--- src/bipartite_max_matching_defines.svh ---
// Assertion macros shared by the matching block
`ifndef BIPARTITE_MAX_MATCHING_DEFINES_SVH
`define BIPARTITE_MAX_MATCHING_DEFINES_SVH

// same-cycle implication
`define BMM_ASSERT_IMPL(lbl, clk, rst, ante, cons, msg) \
   lbl: assert property (@(posedge clk) disable iff (rst) (ante) |-> (cons)) else $error(msg);

// next-cycle implication
`define BMM_ASSERT_NEXT(lbl, clk, rst, ante, cons, msg) \
   lbl: assert property (@(posedge clk) disable iff (rst) (ante) |=> (cons)) else $error(msg);

`endif

--- src/bmm_pkg.sv ---
package bmm_pkg;

   // vertex limit default
   localparam int MAX_VERTICES_DEF = 64;

   // fixed field widths
   localparam int CMD_W = 2;
   localparam int IDX_W = 6;
   localparam int CNT_W = 7;

   // command codes
   localparam logic [CMD_W-1:0] CMD_CLEAR = 2'd0;
   localparam logic [CMD_W-1:0] CMD_EDGE  = 2'd1;
   localparam logic [CMD_W-1:0] CMD_RUN   = 2'd2;

   // register indexes
   localparam logic CSR_LEFT  = 1'b0;
   localparam logic CSR_RIGHT = 1'b1;

   // adjacency store operation
   typedef struct packed {
      logic clear;
      logic write;
   } adj_op_type;

endpackage

--- src/bmm_ctrl.sv ---
`include "bipartite_max_matching_defines.svh"

module bmm_ctrl #(
   parameter int MAX_VERTICES = bmm_pkg::MAX_VERTICES_DEF
) (
   input  logic                                clock,
   input  logic                                reset,
   input  logic                                start,
   input  logic [bmm_pkg::CMD_W-1:0]           cmd,
   input  logic [bmm_pkg::IDX_W-1:0]           li,
   input  logic [bmm_pkg::IDX_W-1:0]           ri,
   input  logic [$clog2(MAX_VERTICES+1)-1:0]   lc_eff,
   input  logic [$clog2(MAX_VERTICES+1)-1:0]   rc_eff,
   output logic                                ready,
   output bmm_pkg::adj_op_type                 adj_op,
   output logic [$clog2(MAX_VERTICES)-1:0]     adj_raddr,
   output logic [$clog2(MAX_VERTICES)-1:0]     adj_waddr,
   output logic [$clog2(MAX_VERTICES)-1:0]     adj_wbit,
   input  logic [MAX_VERTICES-1:0]             adj_row,
   input  logic                                res_free,
   output logic                                res_valid,
   output logic [$clog2(MAX_VERTICES+1)-1:0]   res_count,
   output logic                                res_all
);
   import bmm_pkg::*;

   localparam int VW = $clog2(MAX_VERTICES);
   localparam int CW = $clog2(MAX_VERTICES+1);
   localparam int DW = $clog2(MAX_VERTICES+2);
   localparam int FW = 2*VW + CW;

   typedef enum logic [7:0] {
      S_IDLE = 8'b0000_0001,
      S_EDGE = 8'b0000_0010,
      S_ROOT = 8'b0000_0100,
      S_SCAN = 8'b0000_1000,
      S_PART = 8'b0001_0000,
      S_POP  = 8'b0010_0000,
      S_FIX  = 8'b0100_0000,
      S_DONE = 8'b1000_0000
   } state_type;

   state_type         state_ff, state_in;
   logic [CW-1:0]     u_ff, u_in;
   logic [CW-1:0]     count_ff, count_in;
   logic [VW-1:0]     cur_left_ff, cur_left_in;
   logic [CW-1:0]     cur_next_ff, cur_next_in;
   logic [VW-1:0]     chosen_ff, chosen_in;
   logic [DW-1:0]     depth_ff, depth_in;
   logic [VW-1:0]     k_ff, k_in;
   logic [MAX_VERTICES-1:0] visited_ff, visited_in;
   logic [MAX_VERTICES-1:0] pvalid_ff, pvalid_in;
   logic [VW-1:0]     edge_li_ff, edge_li_in;
   logic [VW-1:0]     edge_ri_ff, edge_ri_in;

   // partner and stack memories
   logic [VW-1:0]     part_mem [MAX_VERTICES];
   logic [VW-1:0]     part_q_ff;
   logic              part_we;
   logic [VW-1:0]     part_waddr;
   logic [VW-1:0]     part_wdata;
   logic [FW-1:0]     st_mem [MAX_VERTICES];
   logic [FW-1:0]     st_q_ff;
   logic              st_we;
   logic [VW-1:0]     st_waddr;
   logic [VW-1:0]     st_raddr;
   logic [FW-1:0]     st_wdata;

   logic [VW-1:0]     v_idx;
   logic              scan_live;
   logic [VW-1:0]     st_left;
   logic [CW-1:0]     st_next;
   logic [VW-1:0]     st_chosen;
   logic              edge_ok;

   assign v_idx     = cur_next_ff[VW-1:0];
   assign scan_live = cur_next_ff < rc_eff;
   assign {st_left, st_next, st_chosen} = st_q_ff;
   assign edge_ok   = (32'(li) < 32'(lc_eff)) && (32'(ri) < 32'(rc_eff));

   assign ready     = (state_ff == S_IDLE);
   assign res_count = count_ff;
   assign res_all   = (count_ff == lc_eff);
   assign adj_waddr = edge_li_ff;
   assign adj_wbit  = edge_ri_ff;

   // sequencer: one right vertex tested per scan cycle
   always_comb begin
      state_in    = state_ff;
      u_in        = u_ff;
      count_in    = count_ff;
      cur_left_in = cur_left_ff;
      cur_next_in = cur_next_ff;
      chosen_in   = chosen_ff;
      depth_in    = depth_ff;
      k_in        = k_ff;
      visited_in  = visited_ff;
      pvalid_in   = pvalid_ff;
      edge_li_in  = edge_li_ff;
      edge_ri_in  = edge_ri_ff;
      adj_op      = '0;
      part_we     = 1'b0;
      part_waddr  = chosen_ff;
      part_wdata  = cur_left_ff;
      st_we       = 1'b0;
      st_waddr    = VW'(depth_ff - DW'(1));
      st_wdata    = {cur_left_ff, cur_next_ff, chosen_ff};
      st_raddr    = VW'(depth_ff - DW'(2));
      res_valid   = 1'b0;

      unique case (state_ff)
         S_IDLE: begin
            if (start) begin
               unique case (cmd)
                  CMD_CLEAR: begin
                     adj_op.clear = 1'b1;
                  end
                  CMD_EDGE: begin
                     edge_li_in = VW'(li);
                     edge_ri_in = VW'(ri);
                     if (edge_ok) begin
                        state_in = S_EDGE;
                     end
                  end
                  CMD_RUN: begin
                     pvalid_in = '0;
                     u_in      = '0;
                     count_in  = '0;
                     state_in  = S_ROOT;
                  end
                  default: begin
                  end
               endcase
            end
         end
         S_EDGE: begin
            adj_op.write = 1'b1;
            state_in     = S_IDLE;
         end
         S_ROOT: begin
            if (u_ff >= lc_eff) begin
               state_in = S_DONE;
            end else begin
               visited_in  = '0;
               depth_in    = DW'(1);
               cur_left_in = VW'(u_ff);
               cur_next_in = '0;
               state_in    = S_SCAN;
            end
         end
         S_SCAN: begin
            if (scan_live) begin
               cur_next_in = cur_next_ff + CW'(1);
               if (adj_row[v_idx] && !visited_ff[v_idx]) begin
                  visited_in[v_idx] = 1'b1;
                  chosen_in         = v_idx;
                  state_in          = S_PART;
               end
            end else if (depth_ff == DW'(1)) begin
               // root exhausted without a path
               u_in     = u_ff + CW'(1);
               state_in = S_ROOT;
            end else begin
               depth_in = depth_ff - DW'(1);
               state_in = S_POP;
            end
         end
         S_PART: begin
            if (!pvalid_ff[chosen_ff]) begin
               // free right vertex: flip the path, top frame first
               part_we            = 1'b1;
               pvalid_in[chosen_ff] = 1'b1;
               if (depth_ff == DW'(1)) begin
                  count_in = count_ff + CW'(1);
                  u_in     = u_ff + CW'(1);
                  state_in = S_ROOT;
               end else begin
                  k_in     = VW'(depth_ff - DW'(2));
                  state_in = S_FIX;
               end
            end else begin
               // descend into the current partner
               st_we       = 1'b1;
               depth_in    = depth_ff + DW'(1);
               cur_left_in = part_q_ff;
               cur_next_in = '0;
               state_in    = S_SCAN;
            end
         end
         S_POP: begin
            cur_left_in = st_left;
            cur_next_in = st_next;
            chosen_in   = st_chosen;
            state_in    = S_SCAN;
         end
         S_FIX: begin
            part_we              = 1'b1;
            part_waddr           = st_chosen;
            part_wdata           = st_left;
            pvalid_in[st_chosen] = 1'b1;
            st_raddr             = k_ff - VW'(1);
            if (k_ff == '0) begin
               count_in = count_ff + CW'(1);
               u_in     = u_ff + CW'(1);
               state_in = S_ROOT;
            end else begin
               k_in = k_ff - VW'(1);
            end
         end
         S_DONE: begin
            if (res_free) begin
               res_valid = 1'b1;
               state_in  = S_IDLE;
            end
         end
         default: begin
            state_in = S_IDLE;
         end
      endcase

      // adjacency row: the request's left index in idle, else the next top-of-stack vertex
      adj_raddr = (state_ff == S_IDLE) ? VW'(li) : cur_left_in;
   end

   always_ff @(posedge clock) begin
      if (reset) begin
         state_ff   <= S_IDLE;
         u_ff       <= '0;
         count_ff   <= '0;
         depth_ff   <= '0;
         visited_ff <= '0;
         pvalid_ff  <= '0;
      end else begin
         state_ff   <= state_in;
         u_ff       <= u_in;
         count_ff   <= count_in;
         depth_ff   <= depth_in;
         visited_ff <= visited_in;
         pvalid_ff  <= pvalid_in;
      end
   end

   always_ff @(posedge clock) begin
      cur_left_ff <= cur_left_in;
      cur_next_ff <= cur_next_in;
      chosen_ff   <= chosen_in;
      k_ff        <= k_in;
      edge_li_ff  <= edge_li_in;
      edge_ri_ff  <= edge_ri_in;
   end

   // partner memory, read at the vertex under test
   always_ff @(posedge clock) begin
      part_q_ff <= part_mem[v_idx];
      if (part_we) begin
         part_mem[part_waddr] <= part_wdata;
      end
   end

   // frame stack below the top frame
   always_ff @(posedge clock) begin
      st_q_ff <= st_mem[st_raddr];
      if (st_we) begin
         st_mem[st_waddr] <= st_wdata;
      end
   end

   `BMM_ASSERT_IMPL(a_scan_bound, clock, reset, state_ff == S_SCAN, cur_next_ff <= rc_eff, "scan beyond right count")
   `BMM_ASSERT_IMPL(a_count_le_root, clock, reset, 1'b1, count_ff <= u_ff, "more matches than roots")
   `BMM_ASSERT_IMPL(a_fix_below_top, clock, reset, state_ff == S_FIX, 32'(k_ff) < 32'(depth_ff), "fix walk above stack")
   `BMM_ASSERT_NEXT(a_run_start, clock, reset, start && (cmd == CMD_RUN), state_ff == S_ROOT, "run did not start")

endmodule

--- config.mk ---
export PLATFORM = sky130hd
export DESIGN_NAME = bmm_ctrl
export DESIGN_NICKNAME = d
export VERILOG_FILES = /design/src/bmm_pkg.sv /design/src/bmm_ctrl.sv
export VERILOG_INCLUDE_DIRS = /design/src /design/src/src
export SDC_FILE = /design/constraint.sdc
export NUM_CORES = 2
export LEC_CHECK = 0
export BUFFER_PORTS_ARGS = -buffer_cell sky130_fd_sc_hd__buf_2
export CAP_MARGIN = 20
export CORE_MARGIN = 4
export CORE_UTILIZATION = 45
export CTS_BUF_LIST = sky130_fd_sc_hd__clkbuf_4 sky130_fd_sc_hd__clkbuf_8
export DETAILED_ROUTE_END_ITERATION = 8
export SYNTH_ARGS = -nofsm -noshare
export SYNTH_HDL_FRONTEND = slang
export SYNTH_SLANG_ARGS = --single-unit
export TNS_END_PERCENT = 100
--- constraint.sdc ---
create_clock -name clock -period 7.6 [get_ports clock]
set_input_delay 1.14 -clock clock [delete_from_list [all_inputs] [get_ports clock]]
set_output_delay 1.14 -clock clock [all_outputs]
set_load 0.03 [all_outputs]
==> reports/qor.txt <==
======================================================================================
Met3 Usage GRT                                                                   4.29%
Total grt overflow                                                                   0
Standard-cell row count                                                            149
Run status                                                                finished clean
Post-CTS setup buffers                                                               0
Tmin final                                                                     6.37 ns
Clock tree from TritonCTS                                                         done
Final net count                                                                  5,469
Post-CTS resize count                                                                0
Skew-Pair Late Insertion Delay                                                 1.02 ns
Global-route track usage on met2                                                 39.1%
Fillers                                                                         13,808
Final total negative setup slack                                                  0 ns
Global-route usage over all layers                                               24.5%
Flip-flop and latch count after synthesis                                        1,819
Critical path's largest stage delay                                            0.85 ns
Final cycle utilization of the critical path                                     83.8%
Fraction of post-synthesis cell area in the top cell type by area                65.5%
Type of destination of the critical path                                   output port
Arrival time at the worst endpoint                                             5.23 ns
Deepest level of the CTS H-tree                                                      5
Count of port buffers added during placement                                       125
Worst Reg-to-Reg Cells                                                               8
Area growth syn-to-layout                                                        12.8%
Share of layout cells above drive strength 1                                     20.2%
Number of instances in the synthesized netlist                                   5,118
Placer's final routability congestion estimate                                   0.864
Net count after synthesis                                                        5,246
Fin. max-slew vios                                                                   0
Top cell by count, worst path                                                  a221o_1
Maximum number of pins on one net before global-route repair                       113
Worst hold path cell count                                                           1
Core box area                                                              165,000 um2
Total wire length after detailed routing                                    217,000 um
Most frequent standard cell in the layout excluding fill and tap cells        edfxtp_1
Top cells by area, synth                                                  edfxtp_1 66%, dfxtp_1 5.0%, mux4_2 4.8%, nand2_1 3.3%, a22oi_1 2.2%
Number of detailed-route iterations in the first pass                                6
RSZ-0062 raised after global routing                                                no
Via/cell ratio                                                                    6.12
Max_cap viols                                                                        0
Most used routing layer in global routing                                         met2
Total of endpoints with negative setup slack in the final report                     0
Worst-path cell with the longest stage delay                                  edfxtp_1
Required @ worst endpoint                                                      6.46 ns
Commonest cells after routing, fill and taps aside                        1,631 x edfxtp_1, 653 x nand2_1, 336 x clkbuf_8
Initial antenna violation count                                                      5
YS warnings                                                                          0
Number of DRC violations after detailed routing                                      0
Area of the mapped netlist                                                  74,700 um2
Buffer type at the clock tree root                                            clkbuf_8
Worst slew margin relative to its limit                                          19.9%
Class of the most critical setup path                                     flop to output port
Ordered list of cells on the worst path                                   and2_0 -> a221o_1 -> o21ai_0 -> a2111oi_0 -> or4b_1 -> nand3_1 -> a221o_1 -> mux2_2 -> buf_2
Clock-pin slew on the worst setup and hold paths                               0.07 ns
Most used flip-flop cell after synthesis                                      edfxtp_1
Average routed wire per standard cell                                          28.0 um
Slew at the pin with the worst max-slew slack                                  1.19 ns
Share of the core filled with cells in the final layout                          51.1%
Violation count after the first detailed-route iteration                         5,595
IO Count                                                                           126
Horizontal extent of the die                                                    415 um
Antenna violation net count after detailed routing                                   0
Number of global-route vias before repair                                       46,015
Hold buffers post-CTS                                                                0
Post-synthesis async set-or-reset flop share                                        0%
Overall die area                                                           173,000 um2
Buf/Inv on CP                                                                        1
Cell area after placement                                                   78,100 um2
Crit. path cell count                                                                9
Number of distinct standard cells referenced by the synthesized netlist             82
Number of enable flip-flop cells after synthesis                                 1,631
Met1 demand-to-capacity share in global routing                                  33.1%
Worst clock skew                                                              0.104 ns
Sink count of the clock tree                                                     1,819
Synth area leader                                                             edfxtp_1
Maximum clock insertion buffer count                                                 4
Top delay family on crit path                                             compound AO/OA/AOI/OAI gates
Final HPWL from detailed placement                                          127,000 um
Area of all placed cells without fillers                                    84,300 um2
Power density over the cells                                                234 nW/um2
Maximum clock frequency                                                        157 MHz
Die span in y                                                                   415 um
Sequential-to-total area share from yosys stat                                   70.6%
Maximum net fanout on the critical path                                             25
Effective utilization at floorplan                                               45.3%
Inserted Clock Buffers                                                             312
Mean Syn Cell Area                                                            14.6 um2
CP Launch Type                                                                    flop
Largest vdd supply drop                                                       0.180 mV
Class of the tightest hold or removal check                               input port to flop
Wire length of the first global-routing pass                                316,000 um
Hold Violations, Final                                                               0
Leakage component of the power                                                 26.9 nW
Vias after detailed routing                                                     47,425
======================================================================================
## worst reg2reg max path: stages (launching register included)
cell and delay (ns):
edfxtp_1 0.85, and2_0 0.55, a221o_1 0.25, o21ai_0 0.08, a2111oi_0 0.74, o41a_1 0.79
and2_1 0.30, nand2_1 0.71, nor2_2 1.16
## cell families (layout without fill, tap and decap cells)
group,after synthesis,after routing,synth area share [%]
AOI/OAI and AO/OA,1005,1005,9.79
and+or+nand+nor,1496,1496,9.20
xor gates and xnor gates,30,30,0.352
other,0,9,0
adders and majority gates,32,32,0.536
DFF,1819,1819,70.6
buffers and inverters,396,826,2.22
muxes,340,340,7.32
## registers in the layout, indices dropped and copies added, names as in the netlist, 7 cells and up
name and count:
st_mem 1216, state_ff 8, u_ff 7, res_count 7, part_mem 384, st_q_ff 19, cur_next_ff 7, depth_ff 7
visited_ff 64, pvalid_ff 64
## per-stage QoR
step	hold WS, ns	power, W	setup slack, ns	std cells
2_1_floorplan	0.418	0.0112	2.69	5118
3_3_place_gp	0.433	0.0114	1.82	7180
3_5_place_dp	0.442	0.0114	1.86	7197
4_1_cts	0.235	0.0198	1.26	7718
5_1_grt	0.261	0.0203	0.872	7741
6_report	0.327	0.0197	1.23	7746
## synth_stat cells, types with 17 or more instances
library cell / count
a2111oi_0: 75
a21oi_1: 84
a221o_1: 17
a221oi_1: 58
a22o_1: 60
a22oi_1: 219
a311oi_1: 37
a31o_2: 22
a31oi_1: 99
a32oi_1: 36
and3_1: 30
buf_1: 26
buf_2: 67
clkbuf_1: 250
dfxtp_1: 188
edfxtp_1: 1631
ha_1: 32
inv_1: 30
mux2_2: 62
mux2i_1: 119
mux4_2: 159
nand2_1: 659
nand2b_1: 123
nand3_1: 278
nand4_1: 25
nor2_1: 256
nor2b_1: 18
nor3_1: 24
o211ai_1: 47
o21ai_0: 125
o221ai_1: 21
o22ai_1: 45
## metal layers
layer  wire length, um  part of all wire, %  vias up
li1                  -                    -    20592
met4              9830                  4.5        0
met2            104000                   48     2266
met5                 0                    0        -
met3             16500                  7.6      455
met1             87200                   40    24112
## where the power goes
part	internal (W)	leakage (nW)	switching, W
logic	0.000118	8.74	0.000275
clock network	0.00469	3.14	0.00383
registers	0.0108	15.0	0.0000180
## worst paths after layout
kind | start | end | slack [ns]
hold / removal | ri[0] | adj_wbit[0] | 0.33
hold reg to reg | visited_ff[21] | visited_ff[21] | 0.45
setup / recovery | chosen_ff[1] | adj_raddr[0] | 1.23
setup reg to reg | chosen_ff[1] | st_mem[53][10] | 1.76
## area by class of cell
cell class                 count  area (um2)  share of cell area (%)
antenna                        9        22.5                  0.0267
clock buffer                 442        5420                    6.43
clock inverter                79         457                   0.542
inverter                      34         130                   0.154
multi-input combinational   2903       20600                    24.5
sequential                  1819       52800                    62.6
tap                         2189        2740                    3.25
timing repair buffer         271        2110                    2.51
No activity file was read; power rests on OpenSTA's default activity.
